### src/design/abt_pkg.sv
// Shared types, register codes and helpers of the drive bias transfer block.
package abt_pkg;

	// Register indexes on the write port
	localparam logic [2:0] CFG_BASE_BIAS  = 3'd0;
	localparam logic [2:0] CFG_BIAS_MAX   = 3'd1;
	localparam logic [2:0] CFG_TL_MIN     = 3'd2;
	localparam logic [2:0] CFG_TL_MAX     = 3'd3;
	localparam logic [2:0] CFG_OS_WINDOW  = 3'd4;
	localparam logic [2:0] CFG_US_WINDOW  = 3'd5;
	localparam logic [2:0] CFG_ENABLES    = 3'd6;

	// Result source codes
	localparam logic [2:0] SRC_NONE     = 3'd0;
	localparam logic [2:0] SRC_TR_REAR  = 3'd1;
	localparam logic [2:0] SRC_TR_FRONT = 3'd2;
	localparam logic [2:0] SRC_OVER     = 3'd3;
	localparam logic [2:0] SRC_UNDER    = 3'd4;

	// How a ratio is formed in the divider
	localparam logic [1:0] KIND_ZERO = 2'd0;
	localparam logic [1:0] KIND_FIX  = 2'd1;
	localparam logic [1:0] KIND_DIV  = 2'd2;

	localparam logic [12:0] Q12_ONE  = 13'd4096;
	localparam logic [12:0] Q12_HALF = 13'd2048;

	typedef struct packed {
		logic [12:0] base_bias;
		logic [12:0] bias_max;
		logic [11:0] tl_min;
		logic [11:0] tl_max;
		logic [23:0] os_win;
		logic [23:0] us_win;
		logic [2:0]  enables;
	} abt_cfg_t;

	// Input beat fields, lowest field last
	typedef struct packed {
		logic        four;
		logic        usv;
		logic [12:0] us;
		logic [12:0] os;
		logic [16:0] vspd;
		logic [8:0]  thr;
		logic [17:0] rr;
		logic [17:0] rl;
		logic [17:0] fr;
		logic [17:0] fl;
	} abt_in_t;

	typedef struct packed {
		logic        supported;
		logic [2:0]  source;
		logic [12:0] ratio;
		logic [12:0] bias;
	} abt_out_t;

	typedef struct packed {
		logic [1:0]  kind;
		logic [31:0] an;
		logic [31:0] ad;
	} abt_prep_t;

	// Classify a map value num/den and take magnitudes
	function automatic abt_prep_t ratio_prep(logic signed [31:0] num,
		logic signed [31:0] den, logic go);
		abt_prep_t r;
		r.kind = KIND_ZERO;
		r.an = num[31] ? 32'(-num) : 32'(num);
		r.ad = den[31] ? 32'(-den) : 32'(den);
		if (go) begin
			if (den == 32'sd0) begin
				if (num > 32'sd0) r.kind = KIND_FIX;
			end else if (num != 32'sd0 && (num[31] == den[31])) begin
				r.kind = KIND_DIV;
			end
		end
		return r;
	endfunction

endpackage

### src/design/abt_div.sv
// Pipelined restoring divider giving a saturated Q1.12 ratio, or a fixed or zero ratio by kind.
module abt_div import abt_pkg::*; #(
	parameter int NW = 45,
	parameter int DW = 32
) (
	input  logic          clk,
	input  logic          arst_n,
	input  logic          en,
	input  logic          in_valid,
	input  logic          in_tag,
	input  logic [1:0]    in_kind,
	input  logic [12:0]   in_fix,
	input  logic [NW-1:0] in_p,
	input  logic [DW-1:0] in_ad,
	output logic          out_valid,
	output logic          out_tag,
	output logic [12:0]   out_ratio
);

	localparam int QB = 13;
	localparam int PER = 3;
	localparam int NSTG = (QB + PER - 1) / PER;
	localparam int CW = (NW > DW + QB - 1) ? NW : DW + QB - 1;

	logic [CW-1:0] rem_s [NSTG];
	logic [12:0]   q_s [NSTG];
	logic [DW-1:0] ad_s [NSTG];
	logic [1:0]    kind_s [NSTG];
	logic [12:0]   fix_s [NSTG];
	logic          tag_s [NSTG];
	logic          vld_s [NSTG];

	for (genvar j = 0; j < NSTG; j++) begin : g_stg
		logic [CW-1:0] rem_i, rem_o;
		logic [12:0]   q_i, q_o;
		logic [DW-1:0] ad_i;
		logic [1:0]    kind_i;
		logic [12:0]   fix_i;
		logic          tag_i, vld_i;

		if (j == 0) begin : g_first
			assign rem_i = CW'(in_p);
			assign q_i = '0;
			assign ad_i = in_ad;
			assign kind_i = in_kind;
			assign fix_i = in_fix;
			assign tag_i = in_tag;
			assign vld_i = in_valid;
		end else begin : g_next
			assign rem_i = rem_s[j-1];
			assign q_i = q_s[j-1];
			assign ad_i = ad_s[j-1];
			assign kind_i = kind_s[j-1];
			assign fix_i = fix_s[j-1];
			assign tag_i = tag_s[j-1];
			assign vld_i = vld_s[j-1];
		end

		// Resolve up to PER quotient bits, most significant first
		always_comb begin
			rem_o = rem_i;
			q_o = q_i;
			for (int i = 0; i < PER; i++) begin
				if (j * PER + i < QB) begin
					if (rem_o >= (CW'(ad_i) << (QB - 1 - j * PER - i))) begin
						rem_o = rem_o - (CW'(ad_i) << (QB - 1 - j * PER - i));
						q_o[QB - 1 - j * PER - i] = 1'b1;
					end
				end
			end
		end

		always_ff @(posedge clk or negedge arst_n) begin
			if (!arst_n) vld_s[j] <= 1'b0;
			else if (en) vld_s[j] <= vld_i;
		end

		always_ff @(posedge clk) begin
			if (en) begin
				rem_s[j] <= rem_o;
				q_s[j] <= q_o;
				ad_s[j] <= ad_i;
				kind_s[j] <= kind_i;
				fix_s[j] <= fix_i;
				tag_s[j] <= tag_i;
			end
		end
	end

	// Select the final ratio; a top quotient bit means full transfer
	always_comb begin
		unique case (kind_s[NSTG-1])
			KIND_ZERO: out_ratio = '0;
			KIND_FIX:  out_ratio = fix_s[NSTG-1];
			KIND_DIV:  out_ratio = q_s[NSTG-1][12] ? Q12_ONE : q_s[NSTG-1];
			default:   out_ratio = '0;
		endcase
	end

	assign out_valid = vld_s[NSTG-1];
	assign out_tag = tag_s[NSTG-1];

endmodule

### config.mk
export PLATFORM = sky130hd
export DESIGN_NAME = abt_div
export DESIGN_NICKNAME = d
export VERILOG_FILES = /design/src/design/abt_pkg.sv /design/src/design/abt_div.sv
export SDC_FILE = /design/constraint.sdc
export NUM_CORES = 2
export LEC_CHECK = 0
export BUFFER_PORTS_ARGS = -buffer_cell sky130_fd_sc_hd__buf_4
export CAP_MARGIN = 20
export CORE_MARGIN = 2
export CORE_UTILIZATION = 35
export DETAILED_ROUTE_END_ITERATION = 16
export PLACE_DENSITY_LB_ADDON = 0.05
export SYNTH_ARGS = -nofsm -noshare
export SYNTH_HDL_FRONTEND = slang
export SYNTH_SLANG_ARGS = --single-unit
export TNS_END_PERCENT = 10
### constraint.sdc
create_clock -name clk -period 19.6 [get_ports clk]
set_input_delay 3.92 -clock clk [delete_from_list [all_inputs] [get_ports clk]]
set_output_delay 3.92 -clock clk [all_outputs]
set_load 0.03 [all_outputs]
Word level (Yosys, flattened, before mapping)
Memory sizes are Yosys's and may differ from the RTL's.
Index checks and enable logic that the tools add are counted.
{ "word_totals": {"word_cells": 69, "reg_bits": 5, "mem_count": 6, "ram_bits": 530, "out_inout_bits": 15, "in_bits": 97} }
{ "op_classes": {"add_sub_neg": 13, "n_mux": 30, "n_eq_ne": 2, "order_cmp": 13} }
{ "memory_table": {"columns": ["memory", "words", "width", "rd", "rd_clocked_by_memory_dff", "wr", "line", "source"], "rows": [
  ["rem_s", 5, 45, 4, 0, 5, "abt_div.sv:25", "logic [CW-1:0] rem_s [NSTG];"],
  ["ad_s", 5, 32, 4, 0, 5, "abt_div.sv:27", "logic [DW-1:0] ad_s [NSTG];"],
  ["fix_s", 5, 13, 5, 0, 5, "abt_div.sv:29", "logic [12:0] fix_s [NSTG];"],
  ["q_s", 5, 13, 5, 0, 5, "abt_div.sv:26", "logic [12:0] q_s [NSTG];"],
  ["kind_s", 5, 2, 5, 0, 5, "abt_div.sv:28", "logic [1:0] kind_s [NSTG];"],
  ["tag_s", 5, 1, 5, 0, 5, "abt_div.sv:30", "logic tag_s [NSTG];"]
]} }
{ "op_table": {"columns": ["op", "n"], "rows": [
  ["two-way mux 45 bit", 13],
  [">= comparator 45 x 32 -> 1 bit", 1],
  [">= comparator 45 x 33 -> 1 bit", 1],
  [">= comparator 45 x 34 -> 1 bit", 1],
  [">= comparator 45 x 35 -> 1 bit", 1],
  [">= comparator 45 x 36 -> 1 bit", 1],
  [">= comparator 45 x 37 -> 1 bit", 1],
  [">= comparator 45 x 38 -> 1 bit", 1],
  [">= comparator 45 x 39 -> 1 bit", 1],
  [">= comparator 45 x 40 -> 1 bit", 1],
  [">= comparator 45 x 41 -> 1 bit", 1],
  [">= comparator 45 x 42 -> 1 bit", 1],
  [">= comparator 45 x 43 -> 1 bit", 1],
  [">= comparator 45 x 44 -> 1 bit", 1],
  ["subtractor 45 x 32 -> 45 bit", 1],
  ["subtractor 45 x 33 -> 45 bit", 1],
  ["subtractor 45 x 34 -> 45 bit", 1],
  ["subtractor 45 x 35 -> 45 bit", 1],
  ["subtractor 45 x 36 -> 45 bit", 1],
  ["subtractor 45 x 37 -> 45 bit", 1],
  ["subtractor 45 x 38 -> 45 bit", 1],
  ["subtractor 45 x 39 -> 45 bit", 1],
  ["subtractor 45 x 40 -> 45 bit", 1],
  ["subtractor 45 x 41 -> 45 bit", 1],
  ["8 further kinds", 22]
]} }

Longest topological paths before layout
An unclocked memory read counts as a cell.
{ "depth": {"ltp_word": 7, "depth_mapped": 52} }

Worst setup path before layout
OpenSTA, ideal clock, no wires.
{ "synth_path": {"path_kind": "input to register", "from": "in in_ad[1]", "to": "mem rem_s[0][22] in the netlist's numbering (data pin)", "n_path_buf": 5, "slack_ns": 6.023, "cell_stages": 47, "arrival_ns": 13.317, "path_cell_list": "inv_1 -> ha_1 -> nor2b_1 -> o21ai_0 -> a21boi_0 -> o21ai_0 -> a211oi_1 -> o31ai_1 -> a31oi_1 -> a21o_1 -> buf_1 -> clkbuf_1 -> o21ai_0 -> fa_1 -> nor2b_1 -> o21ai_0 -> a21boi_0 -> o21ai_0 -> (+11 left out) -> a21oi_1 -> ha_1 -> nor2b_1 -> o21ai_0 -> a21boi_0 -> o21ai_0 -> a21boi_0 -> o21ai_0 -> a21oi_1 -> o31ai_1 -> o21ai_0 -> o221ai_1 -> o21ai_0 -> o21a_1 -> o21ai_0 -> nand4_1 -> clkbuf_1 -> mux2_2"} }
{ "synth_rtl": {"columns": ["item", "line", "source"], "rows": [
  ["start: declaration", "abt_div.sv:14", "input logic [DW-1:0] in_ad,"],
  ["end: declaration", "abt_div.sv:25", null]
]} }

==> out/qor.txt <==
Post-CTS Setup Inserts = 0
Syn-to-layout area delta = 10.7%
Max-cap violations = 0
Most frequent cells in the layout = a21oi_1, edfxtp_1, ha_1, nand2_1, nor2_1
Seq/Total Area, Yosys = 32.7%
Post-Syn Area = 40,000 µm²
Core area = 114,000 µm²
Buf/Inv on CP = 8
Port Buffer Count = 111
Initial antenna violation count = 0
Detailed placement HPWL = 94,900 µm
Crit-path max FO = 54
CTS clk-pin slew, worst paths = 0.06 ns
GR Overflow Total = 0
WL per Instance = 18.6 µm
Routed Antenna Nets = 0
Die ar. = 117,000 µm²
Setup repair after global routing missed its margin = false
Crit path largest cell delay = 0.54 ns
Initial drt markers = 1,640
Headroom to the max-slew limit = 35.3%
I/O pin cnt = 112
First-pass GRT wire length = 180,000 µm
Design Area, Final = 44,300 µm²
CTS H-Tree Depth = 2
Critical path arrival = 15.40 ns
Max Clk Rate = 0.0667 GHz
Chip width = 342 µm
CP required = 20.00 ns
Most common cell after layout, fill and taps aside = a21oi_1
Crit path max-delay family = compound AO/OA/AOI/OAI gates
Crit Path Category = in2reg
Post-Route WL = 115,000 µm
Status = finished, final reports clean
Vias in the first global route = 32,500
Synth Flop Type = edfxtp_1
Yosys Warn Count = 0
Worst hold margin = 0.410 ns
Total CTS buffers = 55
Cell Area, Placed = 42,600 µm²
Share of layout cells above drive strength 1 = 8.95%
Clock Skews = 0.0338 ns
# hold bufs at CTS = 0
Starting Density = 35.1%
Min Tclk post-route = 15.00 ns
Vias per inst = 5.27
# DRC = 0
Final worst-path cycle share = 76.5%
Vias after detailed routing = 32,400
Final Hold Viols = 0
GRT Resource Usage Total = 19.5%
Crit end category = flop
FILL cells = 11,700
CTS tree = done
Nets = 5,117
Min-Delay Path Class = reg2reg
DR pass1 iterations = 5
Post_cts resized = 0
Ys async rst share = 1.15%
Final Wtd Congestion = 0.949
Worst-Margin Slew = 0.959 ns
Slowest-stage cell, CP = a311oi_1
Worst-skew pair later-pin latency = 0.66 ns
Number of synthesized flops with an enable pin = 431
Die H = 342 µm
Largest net degree at the start of global routing = 90
FF/Latch Area = 13,100 µm²
Final Setup Violations = 0
CP most frequent cell = o21ai_0
Syn Area/Cell = 8.90 µm²
Post-Synthesis Cells = 4,496
Library cells used by synthesis = 100
Setup crit start kind = input pin
CTS Sinks = 436
Clock root buffer = clkbuf_16
Multi-input gate area = 25,400 µm²
#FFs+latches synth = 436
Clk buf depth = 3
Setup_tns = 0 ns
Max Transition Viols Final = 0
Net Count, Synth = 5,023
Row cnt = 124
-- stage by stage --
step,std cells,util (%),setup WS [ns]
after detailed placement,6045,37.4,3.86
after global routing,6147,38.9,3.40
final,6148,38.9,4.60
after floorplan,4496,-,6.02
after CTS,6147,38.9,4.55
after global placement,6045,37.4,3.97
-- cell type report --
class | count | area share, %
antenna | 1 | 0.00565
clock buffer | 71 | 3.27
clock inverter | 31 | 0.652
inverter | 314 | 2.66
multi-input combinational | 3642 | 57.2
sequential | 436 | 29.5
tap | 1512 | 4.27
timing repair buffer | 141 | 2.41
-- worst paths after layout --
path,cells after the start,from,slack [ns],endpoint
setup / recovery,46,in_ad[1],4.60,rem_s[0][19]
hold / removal,0,fix_s[0][6],0.41,fix_s[0][19]
setup reg to reg,41,ad_s[0][47],6.79,rem_s[0][113]
hold reg to reg,0,fix_s[0][6],0.41,fix_s[0][19]
max in group asynchronous,1,arst_n,16.44,g_stg[3].vld_i
min in group asynchronous,1,arst_n,3.05,g_stg[1].vld_i
-- state kept, by name, summed over array words and instances, names as in the netlist --
name and cells:
fix_s 65, out_valid 1, tag_s 5, q_s 43, g_stg.vld_i 4, kind_s 10
ad_s 128, rem_s 180
-- synthesized netlist by cell type (all sizes together), types with 86 or more instances --
master | number | share of area (%)
nand3 | 86 | 1.1
xor2 | 129 | 2.8
o21ai | 293 | 3.7
a21o | 189 | 3.5
nand2 | 398 | 3.7
xnor2 | 242 | 5.3
mux2 | 136 | 3.8
edfxtp | 431 | 32
inv | 314 | 2.9
a21oi | 457 | 5.7
nor2 | 360 | 3.4
nor3 | 88 | 1.2
ha | 418 | 13
-- worst reg2reg max path, delay by kind of cell (launching register included) --
kind,cells,cell delay (ns)
fa+ha+maj,3,1.23
flops,1,0.43
mux,2,0.75
compound gates,15,4.41
buf+inv,8,2.36
simple gates,13,3.33
-- metal layers --
layer	up-vias	global-route usage, %	wire [µm]
met5	-	0	0
met4	0	8.23	5210
met3	181	1.74	2780
met2	485	34.1	54900
met1	15000	24.5	51700
li1	16700	-	-
-- cell families after synthesis --
group / Yosys count / synth area share (%)
AO/OA/AOI/OAI: 1324 / 20.6
AND/OR/NAND/NOR: 1362 / 16.6
XOR/XNOR: 371 / 8.12
buffers and inverters: 418 / 4.06
flip-flops: 436 / 32.7
adder cells (fa/ha/maj): 430 / 13.7
multiplexers: 155 / 4.30
Power is not shown: default switching activity piles up to over one toggle a cycle in this logic, so the estimate is an artifact.
