File: src/design/abt_pkg.sv
// Shared types, register codes and helpers of the drive bias transfer block.
package abt_pkg;

	// Register indexes on the write port
	localparam logic [2:0] CFG_BASE_BIAS  = 3'd0;
	localparam logic [2:0] CFG_BIAS_MAX   = 3'd1;
	localparam logic [2:0] CFG_TL_MIN     = 3'd2;
	localparam logic [2:0] CFG_TL_MAX     = 3'd3;
	localparam logic [2:0] CFG_OS_WINDOW  = 3'd4;
	localparam logic [2:0] CFG_US_WINDOW  = 3'd5;
	localparam logic [2:0] CFG_ENABLES    = 3'd6;

	// Result source codes
	localparam logic [2:0] SRC_NONE     = 3'd0;
	localparam logic [2:0] SRC_TR_REAR  = 3'd1;
	localparam logic [2:0] SRC_TR_FRONT = 3'd2;
	localparam logic [2:0] SRC_OVER     = 3'd3;
	localparam logic [2:0] SRC_UNDER    = 3'd4;

	// How a ratio is formed in the divider
	localparam logic [1:0] KIND_ZERO = 2'd0;
	localparam logic [1:0] KIND_FIX  = 2'd1;
	localparam logic [1:0] KIND_DIV  = 2'd2;

	localparam logic [12:0] Q12_ONE  = 13'd4096;
	localparam logic [12:0] Q12_HALF = 13'd2048;

	typedef struct packed {
		logic [12:0] base_bias;
		logic [12:0] bias_max;
		logic [11:0] tl_min;
		logic [11:0] tl_max;
		logic [23:0] os_win;
		logic [23:0] us_win;
		logic [2:0]  enables;
	} abt_cfg_t;

	// Input beat fields, lowest field last
	typedef struct packed {
		logic        four;
		logic        usv;
		logic [12:0] us;
		logic [12:0] os;
		logic [16:0] vspd;
		logic [8:0]  thr;
		logic [17:0] rr;
		logic [17:0] rl;
		logic [17:0] fr;
		logic [17:0] fl;
	} abt_in_t;

	typedef struct packed {
		logic        supported;
		logic [2:0]  source;
		logic [12:0] ratio;
		logic [12:0] bias;
	} abt_out_t;

	typedef struct packed {
		logic [1:0]  kind;
		logic [31:0] an;
		logic [31:0] ad;
	} abt_prep_t;

	// Classify a map value num/den and take magnitudes
	function automatic abt_prep_t ratio_prep(logic signed [31:0] num,
		logic signed [31:0] den, logic go);
		abt_prep_t r;
		r.kind = KIND_ZERO;
		r.an = num[31] ? 32'(-num) : 32'(num);
		r.ad = den[31] ? 32'(-den) : 32'(den);
		if (go) begin
			if (den == 32'sd0) begin
				if (num > 32'sd0) r.kind = KIND_FIX;
			end else if (num != 32'sd0 && (num[31] == den[31])) begin
				r.kind = KIND_DIV;
			end
		end
		return r;
	endfunction

endpackage

File: src/design/abt_front.sv
// Front stages: axle sums, window offsets, products and divider operands.
module abt_front import abt_pkg::*; (
	input  logic        clk,
	input  logic        arst_n,
	input  logic        en,
	input  abt_cfg_t    cfg,
	input  logic        in_valid,
	input  abt_in_t     din,
	output logic        out_valid,
	output logic        out_four,
	output logic [1:0]  t_kind,
	output logic [12:0] t_fix,
	output logic [44:0] t_p,
	output logic [31:0] t_ad,
	output logic [1:0]  o_kind,
	output logic [25:0] o_p,
	output logic [12:0] o_ad,
	output logic [1:0]  u_kind,
	output logic [25:0] u_p,
	output logic [12:0] u_ad
);

	// Stage 1: axle selection and window offsets
	logic rear_c, frnt_c;
	logic signed [17:0] fl_c, fr_c, rl_c, rr_c, b0_c, b1_c, top_c;
	logic signed [18:0] ref_c;
	logic [12:0] os_abs_c;
	logic signed [13:0] os_num_c, us_num_c;
	logic signed [12:0] os_den_c, us_den_c;
	logic tr_go_c, os_go_c, us_go_c;

	assign rear_c = cfg.base_bias < Q12_HALF;
	assign frnt_c = cfg.base_bias > Q12_HALF;
	assign fl_c = $signed(din.fl);
	assign fr_c = $signed(din.fr);
	assign rl_c = $signed(din.rl);
	assign rr_c = $signed(din.rr);
	assign ref_c = rear_c ? (19'(fl_c) + 19'(fr_c)) : (19'(rl_c) + 19'(rr_c));
	assign b0_c = rear_c ? rl_c : fl_c;
	assign b1_c = rear_c ? rr_c : fr_c;
	assign top_c = (b0_c > b1_c) ? b0_c : b1_c;
	assign tr_go_c = cfg.enables[0] && (rear_c || frnt_c) && (ref_c > 19'sd512);

	assign os_abs_c = din.os[12] ? 13'(-$signed(din.os)) : din.os;
	assign os_go_c = cfg.enables[1] && (os_abs_c > {1'b0, cfg.os_win[11:0]})
		&& (din.vspd > 17'd256);
	assign os_num_c = $signed({din.os[12], din.os}) - $signed({2'b00, cfg.os_win[11:0]});
	assign os_den_c = $signed({1'b0, cfg.os_win[23:12]}) - $signed({1'b0, cfg.os_win[11:0]});

	assign us_num_c = $signed({din.us[12], din.us}) - $signed({2'b00, cfg.us_win[11:0]});
	assign us_den_c = $signed({1'b0, cfg.us_win[23:12]}) - $signed({1'b0, cfg.us_win[11:0]});
	assign us_go_c = cfg.enables[2] && din.usv
		&& ($signed({din.us[12], din.us}) > $signed({2'b00, cfg.us_win[11:0]}));

	logic vld_s1, four_s1, tr_go_s1, os_go_s1, us_go_s1;
	logic [8:0] thr_s1;
	logic signed [18:0] ref_s1;
	logic signed [17:0] b0_s1, b1_s1, top_s1;
	logic signed [13:0] os_num_s1, us_num_s1;
	logic signed [12:0] os_den_s1, us_den_s1;

	always_ff @(posedge clk or negedge arst_n) begin
		if (!arst_n) vld_s1 <= 1'b0;
		else if (en) vld_s1 <= in_valid;
	end

	always_ff @(posedge clk) begin
		if (en) begin
			four_s1 <= din.four;
			thr_s1 <= din.thr;
			tr_go_s1 <= tr_go_c;
			os_go_s1 <= os_go_c;
			us_go_s1 <= us_go_c;
			ref_s1 <= ref_c;
			b0_s1 <= b0_c;
			b1_s1 <= b1_c;
			top_s1 <= top_c;
			os_num_s1 <= os_num_c;
			os_den_s1 <= os_den_c;
			us_num_s1 <= us_num_c;
			us_den_s1 <= us_den_c;
		end
	end

	// Stage 2: start threshold and window span of traction
	logic signed [12:0] tmin_c, dt_c;
	logic signed [31:0] a_c, tden_c;
	assign tmin_c = $signed({1'b0, cfg.tl_min});
	assign dt_c = $signed({1'b0, cfg.tl_max}) - $signed({1'b0, cfg.tl_min});
	assign a_c = ref_s1 * tmin_c;
	assign tden_c = ref_s1 * dt_c;

	logic vld_s2, four_s2, tr_go_s2, os_go_s2, us_go_s2;
	logic [8:0] thr_s2;
	logic signed [31:0] a_s2, tden_s2;
	logic signed [17:0] b0_s2, b1_s2, top_s2;
	logic signed [13:0] os_num_s2, us_num_s2;
	logic signed [12:0] os_den_s2, us_den_s2;

	always_ff @(posedge clk or negedge arst_n) begin
		if (!arst_n) vld_s2 <= 1'b0;
		else if (en) vld_s2 <= vld_s1;
	end

	always_ff @(posedge clk) begin
		if (en) begin
			four_s2 <= four_s1;
			thr_s2 <= thr_s1;
			tr_go_s2 <= tr_go_s1;
			os_go_s2 <= os_go_s1;
			us_go_s2 <= us_go_s1;
			a_s2 <= a_c;
			tden_s2 <= tden_c;
			b0_s2 <= b0_s1;
			b1_s2 <= b1_s1;
			top_s2 <= top_s1;
			os_num_s2 <= os_num_s1;
			os_den_s2 <= os_den_s1;
			us_num_s2 <= us_num_s1;
			us_den_s2 <= us_den_s1;
		end
	end

	// Stage 3: spin test and traction offset
	logic signed [31:0] b0x_c, b1x_c, topx_c, tnum_c;
	logic spin_c;
	assign b0x_c = {{5{b0_s2[17]}}, b0_s2, 9'b0};
	assign b1x_c = {{5{b1_s2[17]}}, b1_s2, 9'b0};
	assign topx_c = {{5{top_s2[17]}}, top_s2, 9'b0};
	assign spin_c = (b0x_c > a_s2) || (b1x_c > a_s2);
	assign tnum_c = topx_c - a_s2;

	logic vld_s3, four_s3, tr_go_s3, os_go_s3, us_go_s3;
	logic [8:0] thr_s3;
	logic signed [31:0] tnum_s3, tden_s3;
	logic signed [13:0] os_num_s3, us_num_s3;
	logic signed [12:0] os_den_s3, us_den_s3;

	always_ff @(posedge clk or negedge arst_n) begin
		if (!arst_n) vld_s3 <= 1'b0;
		else if (en) vld_s3 <= vld_s2;
	end

	always_ff @(posedge clk) begin
		if (en) begin
			four_s3 <= four_s2;
			thr_s3 <= thr_s2;
			tr_go_s3 <= tr_go_s2 && spin_c;
			os_go_s3 <= os_go_s2;
			us_go_s3 <= us_go_s2;
			tnum_s3 <= tnum_c;
			tden_s3 <= tden_s2;
			os_num_s3 <= os_num_s2;
			os_den_s3 <= os_den_s2;
			us_num_s3 <= us_num_s2;
			us_den_s3 <= us_den_s2;
		end
	end

	// Stage 4: classify each map and take magnitudes
	abt_prep_t tp_c, op_c, up_c;
	assign tp_c = ratio_prep(tnum_s3, tden_s3, tr_go_s3);
	assign op_c = ratio_prep(32'(os_num_s3), 32'(os_den_s3), os_go_s3);
	assign up_c = ratio_prep(32'(us_num_s3), 32'(us_den_s3), us_go_s3);

	logic vld_s4, four_s4;
	logic [8:0] thr_s4;
	logic [1:0] tk_s4, ok_s4, uk_s4;
	logic [31:0] tan_s4, tad_s4;
	logic [12:0] oan_s4, oad_s4, uan_s4, uad_s4;

	always_ff @(posedge clk or negedge arst_n) begin
		if (!arst_n) vld_s4 <= 1'b0;
		else if (en) vld_s4 <= vld_s3;
	end

	always_ff @(posedge clk) begin
		if (en) begin
			four_s4 <= four_s3;
			thr_s4 <= thr_s3;
			tk_s4 <= tp_c.kind;
			tan_s4 <= tp_c.an;
			tad_s4 <= tp_c.ad;
			ok_s4 <= op_c.kind;
			oan_s4 <= op_c.an[12:0];
			oad_s4 <= op_c.ad[12:0];
			uk_s4 <= up_c.kind;
			uan_s4 <= up_c.an[12:0];
			uad_s4 <= up_c.ad[12:0];
		end
	end

	// Stage 5: scale offsets by throttle
	logic [12:0] thr16_c, fix_c;
	logic [44:0] tp_p_c;
	logic [25:0] op_p_c, up_p_c;
	assign thr16_c = {thr_s4, 4'b0};
	assign fix_c = (thr16_c > Q12_ONE) ? Q12_ONE : thr16_c;
	assign tp_p_c = tan_s4 * thr16_c;
	assign op_p_c = oan_s4 * thr16_c;
	assign up_p_c = uan_s4 * thr16_c;

	logic vld_s5;
	always_ff @(posedge clk or negedge arst_n) begin
		if (!arst_n) vld_s5 <= 1'b0;
		else if (en) vld_s5 <= vld_s4;
	end

	always_ff @(posedge clk) begin
		if (en) begin
			out_four <= four_s4;
			t_fix <= fix_c;
			t_kind <= tk_s4;
			t_p <= tp_p_c;
			t_ad <= tad_s4;
			o_kind <= ok_s4;
			o_p <= op_p_c;
			o_ad <= oad_s4;
			u_kind <= uk_s4;
			u_p <= up_p_c;
			u_ad <= uad_s4;
		end
	end

	assign out_valid = vld_s5;

endmodule

File: config.mk
export PLATFORM = sky130hd
export DESIGN_NAME = abt_front
export DESIGN_NICKNAME = d
export VERILOG_FILES = /design/src/design/abt_pkg.sv /design/src/design/abt_front.sv
export SDC_FILE = /design/constraint.sdc
export NUM_CORES = 2
export LEC_CHECK = 0
export ABC_AREA = 0
export BUFFER_PORTS_ARGS = -buffer_cell sky130_fd_sc_hd__buf_4
export CAP_MARGIN = 20
export CORE_MARGIN = 1
export CORE_UTILIZATION = 30
export DETAILED_ROUTE_END_ITERATION = 16
export PLACE_DENSITY = 0.54
export SYNTH_ARGS = -nofsm -noshare
export SYNTH_HDL_FRONTEND = slang
export SYNTH_SLANG_ARGS = --single-unit
File: constraint.sdc
create_clock -name clk -period 6.9 [get_ports clk]
set_input_delay 1.035 -clock clk [delete_from_list [all_inputs] [get_ports clk]]
set_output_delay 1.035 -clock clk [all_outputs]
set_load 0.02 [all_outputs]
# --- After elaboration in Yosys (flattened, before gate mapping) ---
# Cells that the tools add are included.
word_totals:
  ff_bits: 756
  word_cells: 144
classes:
  magnitude_cmp: 13
  muxes: 20
  multipliers: 5
  n_addsub: 15
  n_eq_ne: 3
  reduce_logical: 18
op_table:
  columns: ["cell", "count"]
  rows:
  - ["32-bit logical NOT", 3]
  - ["32-bit nonzero test", 3]
  - ["13-bit negator", 5]
  - ["27-bit by 32-bit > comparator with 1-bit output", 2]
  - ["19-bit by 13-bit multiplier with 32-bit output", 2]
  - ["32-bit negator", 2]
  - ["31-bit 2-to-1 mux", 2]
  - ["18-bit 2-to-1 mux", 3]
  - ["13-bit by 9-bit multiplier with 22-bit output", 2]
  - ["32-bit by 9-bit multiplier with 41-bit output", 1]
  - ["13-bit 2-to-1 mux", 3]
  - ["12-bit by 12-bit subtractor with 13-bit output", 3]
  - ["18-bit by 18-bit adder with 19-bit output", 2]
  - ["32-bit by 1-bit > comparator with 1-bit output (second input constant)", 1]
  - ["27-bit by 32-bit subtractor with 32-bit output", 1]
  - ["14-bit by 1-bit > comparator with 1-bit output (second input constant)", 2]
  - ["13-bit by 13-bit subtractor with 14-bit output", 2]
  - ["12-bit 2-to-1 mux", 2]
  - ["19-bit by 11-bit > comparator with 1-bit output (second input constant)", 1]
  - ["19-bit 2-to-1 mux", 1]
  - ["18-bit > comparator", 1]
  - ["17-bit by 9-bit > comparator with 1-bit output (second input constant)", 1]
  - ["13-bit by 12-bit > comparator with 1-bit output", 1]
  - ["13-bit by 12-bit > comparator with 1-bit output (second input constant)", 1]
  - ["other kinds (8)", 27]

# --- Logic depth before layout (Yosys ltp) ---
logic_depth:
  word_depth: 5
  depth_mapped: 34

# --- Worst setup path before layout ---
# No wires, ideal clock.
synth_path:
  path_kind: "input port to flip-flop"
  start: "in cfg[65] (netlist bit)"
  end: "reg tden_s2[25] (data pin)"
  arrival_ns: 8.412
  required_time_ns: 6.640
  slack_ns: -1.772
  path_stages: 32
  setup_ns: 0.260
  n_path_buf: 2
  cell_sequence: "clkbuf_1 inv_1 ha_1 nor2b_1 o21ai_0 a21boi_0 o21ai_0 a21boi_0 o21ai_0 a21oi_1 o21a_1 clkbuf_1 or3b_2 fa_1 fa_1 inv_1 fa_1 fa_1 fa_1 inv_1 fa_1 inv_1 ha_1 a211oi_1 nor2b_1 a211oi_1 o211ai_1 nand3b_1 a31o_2 a21o_1 a211oi_1 nor3_1"
synth_via:
  elab_chain_cells: 2
synth_lines:
  columns: ["element", "line", "text"]
  rows:
  - ["start: declaration", "abt_front.sv:6", "input abt_cfg_t cfg,"]
  - ["12-bit by 12-bit subtractor with 13-bit output", "abt_front.sv:89", "assign dt_c = $signed({1'b0, cfg.tl_max}) - $signed({1'b0, cfg.tl_min});"]
  - ["19-bit by 13-bit multiplier with 32-bit output", "abt_front.sv:91", "assign tden_c = ref_s1 * dt_c;"]
  - ["named net tden_c[25]", "abt_front.sv:87", "logic signed [31:0] a_c, tden_c;"]
  - ["end signal: assignment", "abt_front.sv:113", "tden_s2 <= tden_c;"]
  - ["end: declaration", "abt_front.sv:95", "logic signed [31:0] a_s2, tden_s2;"]
# The timed path passes the listed nets, and every way through them passes these cells.
# A chain may end at the register's enable or synchronous reset.

# --- Final worst setup path ---
layout_path:
  start: "in cfg[63] (netlist bit)"
  end: "reg tden_s2[25] (data pin)"
# The elaborated chain is that of the path after synthesis.

==> reports/qor.csv <==
stage,metric,value,unit
run_status,status,"complete, but fails checks",
run_status,failing checks,setup timing,
critical_path,startpoint types,input port,
yosys,sequential element share of the synthesized area,0.342,
global_routing,pin count of the biggest net entering global routing,154,
sta,Rel. slew slack,0.249,
global_routing,gr usage total,0.144,
critical_path,worst r2r path cells,23,
critical_path,r2r endpoint,tden_s2[25],
yosys,syn avg cell area,10.9,um^2
place,GPL Wtd Cong,0.862,
clock_network,CTS Buffer Depth,3,
clock_network,CTS tree,built,
die,chip width,471,um
yosys,commonest cells in the netlist,"inv_1 (956), fa_1 (810), nand2_1 (758)",
critical_path,max incr delay on CP,0.57,ns
yosys,Synth cell types,70,
sta,RSZ-0062 raised after global routing,true,
detailed_routing,DRC Markers,0,
detailed_routing,DRT iter0 DRCs,2281,
clock_network,Clock Latency Late Sink,0.74,ns
yosys,Main synth FF type,edfxtp_1,
yosys,share of the synthesized area in the top cell type,0.340,
place,HPWL Detailed,125,mm
critical_path,FF-to-FF setup slack,0.23,ns
yosys,Synth area leaders,"edfxtp_1 (34%), fa_1 (25%), ha_1 (9.5%)",
clock_network,Num CTS Buffers,87,
die,Starting Density,0.303,
global_routing,grt total ovfl,0,
layout,area added between synthesis and finish,16.8,%
global_routing,vias in the first global route,46600,
layout,Final Instance Count excl. Fillers,9519,
yosys,Post-Syn Area,0.0659,mm^2
yosys,Ys Warns,0,
detailed_routing,post-route ant nets,0,
global_routing,first-pass GRT wire length,252,mm
flow_run,Max-Cap Viols,0,
sta,final hold slack,0.141,ns
place,placed instance count,9337,
detailed_routing,drt pass-1 iters,5,
critical_path,"critical path fanouts, max",3,
sta,Slew Limit Fails,0,
clock_network,clk slew on worst S/H paths,0.06,ns
sta,highest clock rate,0.129,GHz
place,PortBufs,377,
layout,FILL cells,21500,
worst_hold_path,Tightest Hold Check Type,input port to async pin,
sta,min cycle time layout,7.74,ns
critical_path,Worst path slowest cell,fa_1,
sta,Worst-Margin Slew,1.11,ns
critical_path,"most used cell, CP",fa_1,
global_routing,initial antenna violation count,7,
die,DIE AREA,0.221,mm^2
sta,Final Worst Setup Slack,-0.844,ns
sta,crit share post-route,1.12,
die,I/O pin count,407,
critical_path,Arrival @ worst endpoint,8.23,ns
yosys,Post-Syn Instances,6054,
detailed_routing,vias,43800,
critical_path,endpoint class of the critical path,flop,
critical_path,kind of critical path,input port to flop,
yosys,#FFs+latches synth,752,
detailed_routing,per-cell routed wire length,16.6,um
layout,Final #Nets,8129,
yosys,Yosys top cell by area,edfxtp_1,
sta,clk_skew,0.0564,ns
critical_path,Critical Path RT,7.39,ns
sta,Fin. Hold Viols,0,
yosys,"Async S/R FF share, synth",0.00665,
die,Die Ht,471,um
layout,Reg area,0.0226,mm^2
clock_network,H-tree depth,3,
yosys,dominant cell by count in the synthesized netlist,inv_1,
layout,layout cells sized above 1,0.138,
die,row cnt,171,
detailed_routing,vias per cell,4.61,
sta,final setup fails,17,
die,core area,0.218,mm^2
clock_network,hold_buf cts,0,
clock_network,CTS sink count,752,
layout,Multi-input gate area,0.0393,mm^2
yosys,Post-synth EDFFs,747,
clock_network,clk root buf,clkbuf_16,
critical_path,reg2reg start,ref_s1[3],
detailed_routing,Total Wirelength,158,mm
## registers in the layout (all words and copies together) (netlist names), 22 cells and up
register / flops
a_s2: 32
o_p: 22
t_ad: 32
t_p: 41
tad_s4: 32
tan_s4: 32
tden_s2: 32
tden_s3: 32
tnum_s3: 32
u_p: 22
## area by class of cell
type	instances	share of cell area
inverters	957	0.0469
clock buffers	106	0.0292
multi-input cells	4136	0.511
flip-flops and latches	752	0.293
repair buffers	656	0.0661
well taps	2854	0.0464
diodes	3	0.0000975
clock inverters	55	0.00771
## cell usage in the layout (no fill, tap or decap), drive strengths merged, types with 42 or more instances in the layout
cell type,synthesis,final
nor2,201,201
a21o,88,88
clkinv,1,42
nand2,758,758
nand2b,49,49
fa,810,810
edfxtp,747,747
inv,956,961
xnor2,250,250
nor2b,67,67
ha,498,498
xor2,60,60
clkbuf,187,106
buf,37,656
o21ai,174,174
nor3,60,60
and2,407,407
a21oi,158,158
## layer usage
metal,wire [um],global-route usage,vias to the layer above
met3,6500,0.0195,223
met1,73000,0.192,21900
met5,13,0,-
met2,74200,0.238,845
met4,4400,0.0474,2
li1,-,-,20800
## worst max-delay path by stage
| stage | start | end | slack (ns) | depth (start not counted) |
|---|---|---|---|---|
| final | cfg[63] | tden_s2[25] | -0.84 | 32 |
| after global routing | cfg[64] | tden_s2[25] | -1.09 | 33 |
| after CTS | cfg[63] | tden_s2[31] | -0.68 | 32 |
| after detailed placement | cfg[63] | tden_s2[25] | -1.64 | 33 |
| after global placement | cfg[63] | tden_s2[25] | -1.62 | 33 |
| after floorplan | cfg[51] | tden_s2[25] | -1.08 | 32 |
## timing repair
action,4_1_cts,5_1_grt
hold endpoints to repair,0,0
endpoints found under the setup margin,16,19
buffers inserted,15,9
gates cloned,0,0
pin swaps,40,49
resized for setup,32,42
## critical path, delay by kind of cell
kind | cells | cell delay (ns)
AO/OA/AOI/OAI | 12 | 2.00
AND/OR/NAND/NOR | 6 | 0.93
adder cells (fa/ha/maj) | 9 | 3.84
buffers and inverters | 5 | 0.42
## through the flow
| stage | setup WS, ns | utilization | TNS [ns] | cell area (um^2) |
|---|---|---|---|---|
| 2_1_floorplan | -1.08 | - | -10.44 | 66100 |
| 3_3_place_gp | -1.62 | 0.339 | -23.98 | 73700 |
| 3_5_place_dp | -1.64 | 0.339 | -24.38 | 73700 |
| 4_1_cts | -0.683 | 0.353 | -6.40 | 76700 |
| 5_1_grt | -1.09 | 0.354 | -12.67 | 77000 |
| 6_report | -0.844 | 0.354 | -8.72 | 77000 |
## kinds of logic after synthesis
family,synth area share
flops,0.342
compound gates,0.0670
mux,0.00915
xor+xnor,0.0412
buf+inv,0.0682
fa+ha+maj,0.341
other cells,0.0000569
simple gates,0.131
Power is left out: the tool's default activity adds up to more than one toggle a clock period on the data nets, which glitch-free logic cannot reach.
